<file path="config.mk">
export PLATFORM = sky130hd
export DESIGN_NAME = rpa_score
export DESIGN_NICKNAME = d
export VERILOG_FILES = /design/src/hw/rtl/rpa_pkg.sv /design/src/hw/rtl/rpa_score.sv
export SDC_FILE = /design/constraint.sdc
export NUM_CORES = 2
export LEC_CHECK = 0
export BUFFER_PORTS_ARGS = -buffer_cell sky130_fd_sc_hd__buf_2
export CAP_MARGIN = 20
export CORE_UTILIZATION = 65
export CTS_CLUSTER_DIAMETER = 80
export DETAILED_ROUTE_END_ITERATION = 12
export GPL_TIMING_DRIVEN = 0
export PLACE_DENSITY = 0.83
export SKIP_LAST_GASP = 1
export SLEW_MARGIN = 30
export SYNTH_ARGS = -nofsm -noshare
export SYNTH_HDL_FRONTEND = slang
export SYNTH_SLANG_ARGS = --single-unit
</file>
<file path="constraint.sdc">
create_clock -name clk -period 22.5 [get_ports clk]
set_clock_uncertainty 0.05 [all_clocks]
set_input_delay 3.375 -clock clk [delete_from_list [all_inputs] [get_ports clk]]
set_output_delay 3.375 -clock clk [all_outputs]
set_load 0.1 [all_outputs]
</file>
<file path="src/hw/rtl/rpa_pkg.sv">
// Shared types and constants for the repetition-penalised argmax block.
// No dependencies; every other file of the block imports this package.
`timescale 1ns / 1ps

package rpa_pkg;

	localparam int HISTORY_DEPTH_DEF = 64;
	localparam int SCORE_WIDTH_DEF   = 32;

	localparam int CMD_W       = 2;
	localparam int ID_W        = 32;
	localparam int LOGIT_W     = 32;
	localparam int OUT_SCORE_W = 32;
	localparam int PEN_W       = 16;
	localparam int RECIP_W     = 24;
	localparam int LOOKBACK_W  = 7;
	localparam int CFG_IDX_W   = 2;
	localparam int CFG_DATA_W  = 24;

	// 1.0 in Q8.8: no penalty applied
	localparam logic [PEN_W-1:0]      PENALTY_ONE    = 16'd256;
	localparam logic [RECIP_W-1:0]    RECIP_RESET    = 24'd65536;
	localparam logic [LOOKBACK_W-1:0] LOOKBACK_RESET = 7'd64;

	// most negative logit stands for minus infinity
	localparam logic signed [LOGIT_W-1:0] LOGIT_MINF = 32'sh8000_0000;

	typedef enum logic [CMD_W-1:0] {
		CMD_CLEAR = 2'd0,
		CMD_PUSH  = 2'd1,
		CMD_CAND  = 2'd2
	} cmd_t;

	typedef enum logic [CFG_IDX_W-1:0] {
		CFG_PENALTY  = 2'd0,
		CFG_RECIP    = 2'd1,
		CFG_LOOKBACK = 2'd2
	} cfg_idx_t;

	typedef enum logic [1:0] {
		ST_IDLE,
		ST_MUL,
		ST_SCORE,
		ST_UPDATE
	} state_t;

	// history chain control for each accepted transaction
	typedef struct packed {
		logic clear;
		logic push;
		logic compare;
	} hist_ctl_t;

endpackage

</file>
<file path="src/hw/rtl/rpa_score.sv">
// Penalty scorer: signed multiply by penalty or reciprocal, then shift,
// saturation and minus-infinity handling. Depends on rpa_pkg.
`timescale 1ns / 1ps

module rpa_score import rpa_pkg::*; #(
	parameter int SCORE_WIDTH = SCORE_WIDTH_DEF
) (
	input  logic                          clk,
	input  logic                          mul_en,
	input  logic                          score_en,
	input  logic signed [LOGIT_W-1:0]     logit,
	input  logic [PEN_W-1:0]              penalty_q8,
	input  logic [RECIP_W-1:0]            penalty_recip_q16,
	input  logic                          hit,
	output logic signed [SCORE_WIDTH-1:0] score
);

	localparam int PROD_W = LOGIT_W + RECIP_W + 1;
	// penalised values stay within 41 signed bits
	localparam int EXT_W  = (SCORE_WIDTH + 1 > 42) ? SCORE_WIDTH + 1 : 42;
	localparam logic signed [EXT_W-1:0] SMAX = (EXT_W'(1) << (SCORE_WIDTH - 1)) - EXT_W'(1);
	localparam logic signed [EXT_W-1:0] SMIN = ~SMAX;

	logic                          is_neg;
	logic [RECIP_W-1:0]            factor;
	logic signed [RECIP_W:0]       factor_s;
	logic signed [PROD_W-1:0]      prod_d;
	logic signed [PROD_W-1:0]      prod_s2;
	logic                          neg_s2;
	logic signed [PROD_W-1:0]      shifted;
	logic                          penal;
	logic signed [EXT_W-1:0]       raw;
	logic signed [SCORE_WIDTH-1:0] score_d;
	logic signed [SCORE_WIDTH-1:0] score_s3;

	assign is_neg   = logit[LOGIT_W-1];
	assign factor   = is_neg ? RECIP_W'(penalty_q8) : penalty_recip_q16;
	assign factor_s = signed'({1'b0, factor});
	assign prod_d   = logit * factor_s;

	always_ff @(posedge clk) begin
		if (mul_en) begin
			prod_s2 <= prod_d;
			neg_s2  <= is_neg;
		end
	end

	// arithmetic shift floors, which for a negative product is minus the
	// rounded-up magnitude
	assign shifted = neg_s2 ? (prod_s2 >>> 8) : (prod_s2 >>> 16);
	assign penal   = hit && (penalty_q8 != PENALTY_ONE);
	assign raw     = penal ? EXT_W'(shifted) : EXT_W'(logit);

	always_comb begin
		priority if (logit == LOGIT_MINF)
			score_d = SMIN[SCORE_WIDTH-1:0];
		else if (raw > SMAX)
			score_d = SMAX[SCORE_WIDTH-1:0];
		else if (raw < SMIN)
			score_d = SMIN[SCORE_WIDTH-1:0];
		else
			score_d = raw[SCORE_WIDTH-1:0];
	end

	always_ff @(posedge clk) begin
		if (score_en)
			score_s3 <= score_d;
	end

	assign score = score_s3;

endmodule

</file>
Word-level counts from Yosys, hierarchy flattened
Cells that the tools add are included.

Flip-flop bits (word level): 90. Input bits: 76. Output and inout bits: 32. Word-level logic and storage cells: 14.

Multipliers: 1. Magnitude comparators: 2. Eq/ne operators: 2. Mux-type cells: 5. Reductions and logical operators: 1.

Operators by type and width (count): $mux W42 (2); $mux W32 (2); $mul A32 B25 Y57 (1); $gt A42 B32 Y1 const B (1); $lt A42 B32 Y1 const B (1); $eq A32 B32 Y1 const B (1); $mux W24 (1); $ne A16 B9 Y1 const B (1); $logic_and A1 B1 Y1 (1).

Depth between registers and ports, before layout
Depth after elaboration: 6. Mapped depth: 31. Gate-level depth less buffers: 28.

Least setup slack after synthesis
OpenSTA, ideal clock, no wires.

Path type: input port to flip-flop. Start point: input port logit[31]. End point: register prod_s2[56] (data pin). Setup time: 0.260 ns. Arrival time: 10.334 ns. Data required time: 22.190 ns. Setup slack: 11.856 ns. Stages: 28. Path through: buf_2 -> clkbuf_1 -> nand2_1 -> inv_1 -> a21o_1 -> clkbuf_1 -> nand2_1 -> fa_1 -> fa_1 -> fa_1 -> fa_1 -> fa_1 -> inv_1 -> fa_1 -> inv_1 -> fa_1 -> inv_1 -> ha_1 -> buf_2 -> a21oi_4 -> o21ai_2 -> nor4_4 -> a2111oi_4 -> o31ai_4 -> o221ai_2 -> o41a_1 -> a21oi_2 -> xnor2_1.

Word-level cells in the longest chain between the ends: 2.

RTL lines: start: declaration (line rpa_score.sv:11) `input logic signed [LOGIT_W-1:0] logit,`; $mux W24 (line rpa_score.sv:37) `assign factor = is_neg ? RECIP_W'(penalty_q8) : penalty_recip_q16;`; $mul A32 B25 Y57 (*) (line rpa_score.sv:39) `assign prod_d = logit * factor_s;`; named net prod_d[56] (line rpa_score.sv:27) `logic signed [PROD_W-1:0] prod_d;`; end signal: assignment (line rpa_score.sv:43) `prod_s2 <= prod_d;`; end: declaration (line rpa_score.sv:28) `logic signed [PROD_W-1:0] prod_s2;`.

Mark *: on every way through the listed nets, which the timed path passes. The rest lies on a longest branch. A chain may end at the register's enable or synchronous reset.

Final worst setup path
Ends and elaborated chain as after synthesis.

==> qor.yml <==
clocking:
  clkLatencyLatePin_ns: 0.35
  cts_buffer_depth: 2
  numCtsBuffers: 9
  root_buffer: "clkbuf_16"
  cts_setup_buffers: 0
  htreeDepth: 3
  cts.repair.resized: 0
  cts.sinks: 82
  cts_tree: "yes"
  path_clk_slew_ns: 0.06
  cts_hold_buf: 0
final_layout:
  mostFrequentLayoutCell: "inv_1"
  area_delta_synth_final_pct: 5.527
  final_cell_mix: "inv_1, fa_1, nand2_1"
  fill_cells: 3577
  fin_nets: 4436
  layout-drive-gt1-share_pct: 4.293
logic_synthesis:
  synth_ff_type: "edfxtp_1"
  syn_area_sq_um: 31290
  syn_area_per_cell_sq_um: 9.516
  ys_ff_latch: 82
  async_flop_share_pct: 0
  synth_edf_count: 82
  netlist_instances: 3288
  yosysWarnings: 0
  yosysSeqAreaShare_pct: 7.870
  ys_types: 67
place:
  gp_congestion: 1.107
  hpwl_um: 82540
  io_buffers: 107
floorplan:
  fp.dieH_um: 221.4
  fp.dieW_um: 221.4
  coreArea_sq_um: 47650
  rows: 80
  start_util_pct: 65.67
  ios: 108
  dieArea_sq_um: 49020
routing:
  drtPass1Iterations: 8
  wire_per_inst_um: 24.80
  totalWireLength_um: 100200
  drt_drc_violations_left: 0
  drt_iter0_markers: 2881
  routed-via-count: 24415
  drtAntennaViolNets: 0
  via_per_inst: 6.043
sta:
  fin_crit_ns: 13.52
  max_freq_ghz: 0.07398
  min_period_over_period_pct: 60.08
  final_hold_viol_count: 0
  slew_headroom_pct: 23.72
  rsz0062_at_grt: "false"
  tns_ns: 0
  worst_pin_slew_ns: 1.144
  setup_viol: 0
  slew_viol_final: 0
grt:
  track_usage_pct: 43.33
  grt_pass1_wl_um: 153700
  grt_max_degree: 51
  grt_pass1_vias: 26401
  antenna_found_initial: 3
  overflow: 0
worst_setup_path:
  endpoint_kind: "flip-flop"
  crit_family: "adder cells"
  worst-path-buf-inv: 9
  crit_path_start_kind: "input pin"
  path_class: "in -> reg"
  critical_path.most_common_cell: "fa_1"
  cp.arrival_ns: 13.51
  slowest_stage: "clkbuf_1"
  worst-path-max-fanout: 10
  critical-path-max-stage-delay_ns: 0.89
  cp.required_ns: 22.49
outcome:
  outcome: "finished, final reports clean"
run:
  max_cap_violations: 0
min_path:
  min_path_type: "reg -> reg"
path summary, 6_finish.rpt:
kind                                            start                       to  slack, ns  cells after the start
worst max-delay path                        logit[31]    prod_s2[56]$_DFFE_PP_       8.98                     27
worst min register to register  prod_s2[14]$_DFFE_PP_   score[6]$_SDFFCE_PN0P_       0.83                      4
worst min-delay path            prod_s2[14]$_DFFE_PP_   score[6]$_SDFFCE_PN0P_       0.83                      4
worst max register to register       neg_s2$_DFFE_PP_  score[30]$_SDFFCE_PN0P_      19.41                      6
cell usage after synthesis (all sizes together) (2+ instances only):
master	instances	area (sq um)
inv	834	3131
a211o	2	17.52
a21o	41	307.8
o21bai	8	60.06
a211oi	5	50.05
and3	3	18.77
a21boi	3	22.52
nor3	12	65.06
xnor2	33	289.0
buf	8	36.28
nor4b	2	17.52
conb	2	7.510
and2	318	1989
nor4	19	140.1
nor2b	156	975.9
a311oi	2	17.52
and4	3	26.28
a2111oi	2	42.54
nand2	357	1340
or2	2	12.52
o211ai	4	30.03
o31ai	2	28.78
xor2	23	201.4
a21oi	82	432.9
nand4	22	143.9
o21ai	27	142.6
clkbuf	166	623.1
mux2i	32	320.3
o221ai	32	286.5
nor2	24	90.09
ha	153	1914
o21a	2	15.01
nand3	11	55.05
edfxtp	82	2462
fa	786	15740
nand2b	11	68.82
metrics by stage:
stage	utilization, %	cell area, sq um	worst slack (ns)	hold slack, ns	std cells
3_5_place_dp	68.53	32650	9.333	0.7963	4025
4_1_cts	69.28	33010	9.640	0.8275	4039
3_3_place_gp	68.52	32650	9.151	0.7990	4025
2_1_floorplan	-	31340	11.86	0.7015	3303
5_1_grt	69.29	33010	9.043	0.8634	4039
6_report	69.30	33020	8.983	0.8288	4040
layer usage:
metal  vias up  share of wire, %  track usage, %
met5         -             0.013               0
met4         2                11           36.45
met3       582                14           14.95
met2      1929                42           62.86
met1     12027                33           52.29
li1       9875                 -               -
sequential cells by signal, summed over array words and instances (netlist names):
| name | cells |
|---|---|
| prod_s2 | 49 |
| score | 32 |
| neg_s2 | 1 |
kinds of logic after synthesis:
kind of cell	synth area share, %
buf+inv	12.11
other cells	0.02400
xor+xnor	1.568
flops	7.870
fa+ha+maj	56.41
compound gates	5.055
simple gates	15.94
mux	1.024
worst reg2reg max path, delay by kind of cell (launching register included):
kind            cells  cell delay (ns)
compound gates      3             1.41
flops               1             0.38
buf+inv             2             0.93
simple gates        1             0.15
final cells by class:
class	count	area [sq um]	area share, %
Multi-Input combinational cell	2213	25100	76.02
Tap cell	615	769.5	2.331
Clock buffer	9	225.2	0.6821
Timing Repair Buffer	107	538.0	1.630
Buffer	174	660.6	2.001
Sequential cell	82	2462	7.458
Inverter	834	3131	9.482
Antenna cell	1	2.502	0.007579
Clock inverter	5	128.9	0.3903
Power is not shown: default switching activity piles up to over one toggle a cycle in this logic, so the estimate is an artifact.
