==> src/hw/rtl/rpa_pkg.sv <==
// Shared types and constants for the repetition-penalised argmax block.
// No dependencies; every other file of the block imports this package.
`timescale 1ns / 1ps

package rpa_pkg;

	localparam int HISTORY_DEPTH_DEF = 64;
	localparam int SCORE_WIDTH_DEF   = 32;

	localparam int CMD_W       = 2;
	localparam int ID_W        = 32;
	localparam int LOGIT_W     = 32;
	localparam int OUT_SCORE_W = 32;
	localparam int PEN_W       = 16;
	localparam int RECIP_W     = 24;
	localparam int LOOKBACK_W  = 7;
	localparam int CFG_IDX_W   = 2;
	localparam int CFG_DATA_W  = 24;

	// 1.0 in Q8.8: no penalty applied
	localparam logic [PEN_W-1:0]      PENALTY_ONE    = 16'd256;
	localparam logic [RECIP_W-1:0]    RECIP_RESET    = 24'd65536;
	localparam logic [LOOKBACK_W-1:0] LOOKBACK_RESET = 7'd64;

	// most negative logit stands for minus infinity
	localparam logic signed [LOGIT_W-1:0] LOGIT_MINF = 32'sh8000_0000;

	typedef enum logic [CMD_W-1:0] {
		CMD_CLEAR = 2'd0,
		CMD_PUSH  = 2'd1,
		CMD_CAND  = 2'd2
	} cmd_t;

	typedef enum logic [CFG_IDX_W-1:0] {
		CFG_PENALTY  = 2'd0,
		CFG_RECIP    = 2'd1,
		CFG_LOOKBACK = 2'd2
	} cfg_idx_t;

	typedef enum logic [1:0] {
		ST_IDLE,
		ST_MUL,
		ST_SCORE,
		ST_UPDATE
	} state_t;

	// history chain control for each accepted transaction
	typedef struct packed {
		logic clear;
		logic push;
		logic compare;
	} hist_ctl_t;

endpackage

==> src/hw/rtl/rpa_cell.sv <==
// One history cell: holds a token id, passes it to its neighbour on a push
// and compares it with the candidate id. Depends on rpa_pkg.
`timescale 1ns / 1ps

module rpa_cell import rpa_pkg::*; #(
	parameter int INDEX = 0,
	parameter int WIN_W = LOOKBACK_W
) (
	input  logic                   clk,
	input  logic                   arst_n,
	input  logic                   shift,
	input  logic                   compare,
	input  logic signed [ID_W-1:0] d,
	input  logic signed [ID_W-1:0] cand_id,
	input  logic [WIN_W-1:0]       win,
	output logic signed [ID_W-1:0] q,
	output logic                   match
);

	logic signed [ID_W-1:0] entry_q;
	logic                   match_q;

	always_ff @(posedge clk) begin
		if (shift)
			entry_q <= d;
	end

	// only cells inside the lookback window may report a hit
	always_ff @(posedge clk or negedge arst_n) begin
		if (!arst_n) begin
			match_q <= 1'b0;
		end else if (compare) begin
			match_q <= (entry_q == cand_id) && (WIN_W'(INDEX) < win);
		end
	end

	assign q     = entry_q;
	assign match = match_q;

endmodule

==> src/hw/rtl/rpa_hist.sv <==
// History shift chain of rpa_cell instances with fill count and hit reduction.
// Depends on rpa_pkg and rpa_cell.
`timescale 1ns / 1ps

module rpa_hist import rpa_pkg::*; #(
	parameter int HISTORY_DEPTH = HISTORY_DEPTH_DEF
) (
	input  logic                   clk,
	input  logic                   arst_n,
	input  hist_ctl_t              ctl,
	input  logic signed [ID_W-1:0] token_id,
	input  logic [LOOKBACK_W-1:0]  lookback,
	output logic                   hit
);

	localparam int CNT_W = $clog2(HISTORY_DEPTH + 1);
	localparam int WIN_W = (CNT_W > LOOKBACK_W) ? CNT_W : LOOKBACK_W;

	logic [CNT_W-1:0]       cnt_q;
	logic [WIN_W-1:0]       lb_ext;
	logic [WIN_W-1:0]       cnt_ext;
	logic [WIN_W-1:0]       win;
	logic                   hit_q;
	logic signed [ID_W-1:0] chain_d [HISTORY_DEPTH];
	logic signed [ID_W-1:0] entry [HISTORY_DEPTH];
	logic [HISTORY_DEPTH-1:0] match;

	assign lb_ext  = WIN_W'(lookback);
	assign cnt_ext = WIN_W'(cnt_q);
	assign win     = (lb_ext < cnt_ext) ? lb_ext : cnt_ext;

	// entries beyond the fill count are never inside the window,
	// so a clear only resets the count
	always_ff @(posedge clk or negedge arst_n) begin
		if (!arst_n) begin
			cnt_q <= '0;
		end else if (ctl.clear) begin
			cnt_q <= '0;
		end else if (ctl.push && (cnt_q != CNT_W'(HISTORY_DEPTH))) begin
			cnt_q <= cnt_q + CNT_W'(1);
		end
	end

	assign chain_d[0] = token_id;

	for (genvar i = 0; i < HISTORY_DEPTH; i++) begin : g_cell
		if (i > 0) begin : g_link
			assign chain_d[i] = entry[i-1];
		end
		rpa_cell #(
			.INDEX (i),
			.WIN_W (WIN_W)
		) u_cell (
			.clk     (clk),
			.arst_n  (arst_n),
			.shift   (ctl.push),
			.compare (ctl.compare),
			.d       (chain_d[i]),
			.cand_id (token_id),
			.win     (win),
			.q       (entry[i]),
			.match   (match[i])
		);
	end

	always_ff @(posedge clk or negedge arst_n) begin
		if (!arst_n) begin
			hit_q <= 1'b0;
		end else begin
			hit_q <= |match;
		end
	end

	assign hit = hit_q;

	a_cnt_bound: assert property (@(posedge clk) disable iff (!arst_n)
		cnt_q <= CNT_W'(HISTORY_DEPTH))
		else $error("history count beyond depth");

	a_hit_needs_window: assert property (@(posedge clk) disable iff (!arst_n)
		$rose(hit_q) |-> $past(win != '0, 2))
		else $error("hit raised with an empty window");

endmodule

==> config.mk <==
export PLATFORM = sky130hd
export DESIGN_NAME = rpa_hist
export DESIGN_NICKNAME = d
export VERILOG_FILES = /design/src/hw/rtl/rpa_pkg.sv /design/src/hw/rtl/rpa_cell.sv /design/src/hw/rtl/rpa_hist.sv
export SDC_FILE = /design/constraint.sdc
export NUM_CORES = 2
export LEC_CHECK = 0
export BUFFER_PORTS_ARGS = -buffer_cell sky130_fd_sc_hd__buf_2
export CORE_MARGIN = 2
export CORE_UTILIZATION = 55
export CTS_CLUSTER_DIAMETER = 100
export DETAILED_ROUTE_END_ITERATION = 12
export GPL_TIMING_DRIVEN = 0
export PLACE_DENSITY = 0.71
export SLEW_MARGIN = 0
export SYNTH_ARGS = -nofsm -noshare
export SYNTH_HDL_FRONTEND = slang
export SYNTH_SLANG_ARGS = --single-unit
==> constraint.sdc <==
create_clock -name clk -period 3 [get_ports clk]
set_input_delay 0.6 -clock clk [delete_from_list [all_inputs] [get_ports clk]]
set_output_delay 0.6 -clock clk [all_outputs]
set_load 0.02 [all_outputs]
Word level (Yosys, flattened, before mapping):

Index checks and enable logic that the tools add are counted.
W data, S select, Z words.

* bits in registers: 2120
* input bits: 44
* output and inout port bits: 1
* word-level logic and storage cells: 331

* add/sub/neg operators: 1
* magnitude comparators: 65
* equality and inequality tests: 65
* multiplexer cells: 3
* reductions and logical operators: 67

Operators by type and width (count)
* $eq A32 B32 Y1: 64
* $lt A6 B7 Y1 const A: 32
* $lt A5 B7 Y1 const A: 16
* $logic_and A1 B1 Y1: 65
* $reduce_or A64 Y1: 1
* $lt A4 B7 Y1 const A: 8
* $lt A3 B7 Y1 const A: 4
* $mux W7: 3
* $lt A1 B7 Y1 const A: 2
* $lt A2 B7 Y1 const A: 2
* $add A7 B1 Y7 const B: 1
* $lt A7 B7 Y1: 1
* $ne A7 B7 Y1 const B: 1
* $reduce_bool A2 Y1: 1

Logic depth before layout (Yosys ltp):

* depth in word-level cells: 4
* gate-level depth with buffers: 10
* depth with buffers taken out: 7

By module:

A second synthesis with hierarchy kept.

* cell total of the unflattened synthesis: 5227
* area total of the unflattened synthesis: 88253.4 um^2

By module, submodules not included
* rpa_cell (g_cell[21].u_cell ...): instances 7, cells each 80, area an instance 1365.1 um^2, sequential area each 985.9 um^2
* rpa_cell (g_cell[0].u_cell ...): instances 6, cells each 81, area an instance 1367.6 um^2, sequential area each 985.9 um^2
* rpa_cell (g_cell[13].u_cell ...): instances 5, cells each 81, area an instance 1360.1 um^2, sequential area each 985.9 um^2
* rpa_cell (g_cell[22].u_cell ...): instances 3, cells each 80, area an instance 1376.3 um^2, sequential area each 985.9 um^2
* rpa_cell (g_cell[10].u_cell ...): instances 3, cells each 80, area an instance 1372.6 um^2, sequential area each 985.9 um^2
* rpa_cell (g_cell[37].u_cell ...): instances 3, cells each 80, area an instance 1363.8 um^2, sequential area each 985.9 um^2
* rpa_cell (g_cell[33].u_cell ...): instances 2, cells each 81, area an instance 1370.1 um^2, sequential area each 985.9 um^2
* rpa_cell (g_cell[1].u_cell ...): instances 2, cells each 81, area an instance 1366.3 um^2, sequential area each 985.9 um^2
* rpa_cell (g_cell[11].u_cell ...): instances 2, cells each 79, area an instance 1363.8 um^2, sequential area each 985.9 um^2
* rpa_cell (g_cell[27].u_cell ...): instances 2, cells each 79, area an instance 1362.6 um^2, sequential area each 985.9 um^2
* rpa_cell (g_cell[32].u_cell ...): instances 2, cells each 80, area an instance 1362.6 um^2, sequential area each 985.9 um^2
* rpa_cell (g_cell[19].u_cell ...): instances 2, cells each 81, area an instance 1358.8 um^2, sequential area each 985.9 um^2
* rpa_cell (g_cell[47].u_cell ...): instances 2, cells each 79, area an instance 1356.3 um^2, sequential area each 985.9 um^2
* rpa_cell (g_cell[31].u_cell ...): instances 2, cells each 79, area an instance 1355.0 um^2, sequential area each 985.9 um^2
* +22 rows

Worst setup path after synthesis:

Ideal clock, no wire load.

* kind: reg2reg
* from: reg cnt_q[4], in the netlist cnt_ext[4]
* to: reg g_cell[12].u_cell.match_q
* setup time: 0.122 ns
* data arrival time: 2.405 ns
* data required time: 2.878 ns
* setup slack: 0.474 ns
* stages on the path, launching flop included: 11
* path buffers: 3
* clock period less this slack: 2.526 ns
* path through: dfrtp_1 -> clkbuf_1 -> inv_1 -> ha_1 -> a21o_1 -> a221oi_4 -> o21a_4 -> buf_6 -> buf_4 -> o211ai_1 -> a32o_1

* longest elaborated chain between the ends: 4

Ends and longest elaborated chain
* start, declared: RTL line rpa_hist.sv:19 `logic [CNT_W-1:0] cnt_q;`
* start signal, assigned: RTL line rpa_hist.sv:40 `cnt_q <= cnt_q + CNT_W'(1);`
* $lt A7 B7 Y1: RTL line rpa_hist.sv:30 `assign win = (lb_ext < cnt_ext) ? lb_ext : cnt_ext;`
* $mux W7 *: RTL line rpa_hist.sv:30
* $lt A4 B7 Y1 *: RTL line rpa_cell.sv:33 `match_q <= (entry_q == cand_id) && (WIN_W'(INDEX) < win);`
* $logic_and A1 B1 Y1 *: RTL line rpa_cell.sv:33
* end signal, assigned: RTL line rpa_cell.sv:33
* end, declared: RTL line rpa_cell.sv:21 `logic match_q;`

Mark *: on every way between the ends. The rest lies on a longest branch, timed or not.
A chain may end at the register's enable or synchronous reset.

Final worst setup path:

* from: in token_id[3]
* to: reg g_cell[19].u_cell.match_q

* longest elaborated chain between the ends: 2

Ends and longest elaborated chain
* start, declared: RTL line rpa_hist.sv:11 `input logic signed [ID_W-1:0] token_id,`
* $eq A32 B32 Y1: RTL line rpa_cell.sv:33
* $logic_and A1 B1 Y1: RTL line rpa_cell.sv:33
* end signal, assigned: RTL line rpa_cell.sv:33
* end, declared: RTL line rpa_cell.sv:21

No other way between the ends.

==> out/qor.yml <==
synthesis:
  synthDominantCellAreaShare_pct: 68.8
  synth_largest_area_cell: "edfxtp_1"
  synth.area.top_cells: "edfxtp_1 (69%), xnor2_1 (15%), xor2_1 (5.4%), nand4_1 (2.8%), dfrtp_1 (2.0%)"
  syn_area_per_cell_um2: 16.2
  post_synth_num_cell_types: 59
  synth.cell_area_mm2: 0.0894
  synthCells: 5517
  synth_sequential_area_ratio_pct: 70.8
  synth_nets: 5569
  asyncSetResetFlopFracSynth_pct: 3.40
  ys.flop_type: "edfxtp_1"
  ys_warn_count: 0
  post_synth_and_or_nand_nor_area_fraction_pct: 5.84
  complex_gate_fraction_of_the_synthesized_area_pct: 1.36
  post_synth_fa_ha_maj_area_fraction_pct: 0.112
  synth_top_family_by_area: "XOR/XNOR gates"
  synth_xor_area_share_pct: 20.1
  ys_ff_latch: 2120
  synth_mux_area_share_pct: 0.162
  synth_edf_count: 2048
layout:
  layout.cells.non_filler: 8185
  multiInputGateArea_mm2: 0.0249
  nNetsFinal: 5890
  layout.cells.most_common_list: "edfxtp_1 (2048), xnor2_1 (1499), xor2_1 (549), nand4_1 (403), nor4_1 (221)"
  syn_to_final_growth_pct: 13.0
  layout.filler_cells: 11500
  register_area_mm2: 0.0633
  final_common_cell: "edfxtp_1"
  layout-drive-gt1-share_pct: 11.2
  fin_area_mm2: 0.101
grt:
  global_route_congestion_overflow_total: 0
  antenna_violations_before_repair: 28
  grt_max_degree: 183
  grt_pass1_wl_mm: 487
  via_count_of_the_first_global_routing_pass: 51600
  globalRouteTotalUtil_pct: 45.5
placed_design:
  io_buffer_count: 43
  pre_cts_ws_ps: -2210
  dp.final_hpwl_mm: 252
  routabilityCongestion: 1.04
  postPlaceCellArea_mm2: 0.0929
  placed_cells: 7748
drt:
  route.final.wire_length_mm: 381
  vias_per_cell: 6.84
  route.vias.total: 56000
  detail-route-antenna-nets: 0
  drt_first_iter_violations: 12800
  drc: 0
  routed_wire_length_per_instance_um: 46.6
  detailedRoute.firstPassIterationCount: 6
floorplan:
  die_extent_in_y_um: 407
  rows: 147
  design.portCount: 45
  floorplan.initialDensity_pct: 55.5
  core_area_mm2: 0.161
  die-area_mm2: 0.166
  die_w_um: 407
min_path:
  min_path_type: "input pin to flop"
critical_path:
  crit_chain: "buf_2, buf_4, buf_2, xnor2_1, nand4_1, nor4_2, o211ai_1, o32ai_1"
  timing.critical_path.fanout_max: 10
  arrival_ps: 4070
  cp-start-kind: "input pin"
  critPathRequiredTime_ps: 3800
  critical-path-slowest-cell: "nor4_2"
  cpPeakStageDelay_ps: 850
  crit_type: "input pin to flop"
  worst_path_most_repeated_cell: "buf_2"
  worst_setup_end_kind: "flop"
clock_network:
  ctsRootBufferMaster: "clkbuf_16"
  cts.reportedPaths.clkPinSlew_ps: 60
  htree_levels: 4
  ctsLongestPathBuffers: 3
  clock_insertion_delay_worst_skew_ps: 940
  cts_inserted_buffers: 212
  cts_tree: "done"
  cts_num_sinks: 2120
sta:
  timing.final.crit_period_ps: 3270
  rsz0062_at_grt: "true"
  hold_viol: 0
  final.hold.worst_slack_ps: 133
  setup_viol: 17
  max_freq_mhz: 306
  finalClockSkew_ps: 61.6
  maxSlewHeadroom_pct: 13.8
  timing_max_transition_violations_final: 0
  min_period_over_period_pct: 109
  final_critical_path_setup_slack_ps: -271
  max_slew.worst_pin.slew_ps: 1280
power_and_ir_drop:
  max-vdd-ir-drop_mv: 0.742
  p_leak_nw: 32.9
  power_density_mw_per_mm2: 685
outcome:
  violations_in_the_final_reports: "negative setup slack"
  outcome: "complete, but fails checks"
flow_run:
  max-cap-violations: 0
[state kept, by name, indices dropped and copies added (netlist names)]
name and flops:
cnt_ext 7, hit 1, g_cell.u_cell.q 2048, g_cell.u_cell.match 64
[layout make-up]
class,count,share of cell area (%)
clock buffers,285,5.68
plain buffers,256,1.82
well taps,2160,2.68
flip-flops and latches,2120,62.7
diodes,11,0.0273
multi-input cells,3096,24.7
inverters,39,0.145
repair buffers,113,1.27
clock inverters,105,1.01
[repair_timing]
item	CTS	global route
hold buffers	33	1
resized for setup	173	64
pin swaps	5	5
setup endpoints to repair	376	123
hold endpoints to repair	105	1
gates cloned	5	1
setup buffers	2	0
[power breakdown]
part | switching, mW | internal [mW]
registers | 1.41 | 34.4
clock network | 12.2 | 14.4
logic | 4.62 | 2.09
total | 18.2 | 50.9
[Yosys cell counts, types with 2 or more instances]
cell type / instances
buf_2: 227
o211ai_2: 2
nor3_1: 51
a311o_1: 4
o41ai_1: 13
and3_1: 35
o311ai_0: 2
o2bb2ai_1: 4
edfxtp_1: 2048
nand3_1: 48
o211ai_1: 14
xnor2_1: 1499
inv_1: 38
buf_4: 4
clkbuf_1: 25
nor3b_1: 3
dfrtp_1: 72
nor2_1: 26
buf_1: 3
o32ai_1: 25
a32o_1: 10
nor4_1: 241
nand2_1: 67
xor2_1: 549
a21oi_1: 9
nand4_1: 403
or3_1: 5
a311oi_1: 2
nand2b_1: 3
a21o_1: 3
ha_1: 8
buf_6: 2
mux2i_1: 13
a211oi_1: 4
o21ai_0: 19
o31ai_1: 4
o41ai_2: 10
[worst max-delay path: cells and delay by family]
family | cells | cell delay, ps
AOI/OAI and AO/OA | 2 | 660
xor gates and xnor gates | 1 | 270
buffers and inverters | 3 | 1370
and+or+nand+nor | 2 | 1080
[per-layer routing]
metal  track usage, %  vias up  part of all wire (%)
li1                 -    21100                     -
met1             56.9    28000                    33
met2             61.4     5563                    40
met3             19.7     1361                    16
met4             36.5       32                    10
met5            0.661        -                  0.13
[through the flow]
stage	utilization, %	setup TNS (ps)	total power [mW]
final	62.7	-2250	69.1
after global routing	62.7	-133	69.8
after CTS	62.6	0	68.2
after detailed placement	57.7	-700730	42.5
after global placement	57.3	-	43.7
after floorplan	-	0	38.9
[worst paths after layout]
check	slack, ps	cells past startpoint	startpoint	endpoint
worst max-delay path	-270	8	token_id[3]	g_cell[19].u_cell.match
worst min-delay path	130	1	ctl[1]	g_cell[2].u_cell.q[6]
worst max register to register	30	9	cnt_ext[2]	g_cell[24].u_cell.match
worst min register to register	410	0	g_cell[17].u_cell.q[22]	g_cell[18].u_cell.q[22]
max in group asynchronous	2240	3	arst_n	g_cell[10].u_cell.match
min in group asynchronous	140	2	arst_n	hit
[cells by family (layout without fill, tap and decap cells)]
logic type                 Yosys count  count (layout)
buffers and inverters              301             798
muxes                               14              14
xor gates and xnor gates          2048            2048
other                                0              11
DFF                               2120            2120
AOI/OAI and AO/OA                  137             137
adders and majority gates            8               8
and+or+nand+nor                    889             889
Note: power is estimated with default switching activity, not from simulation.
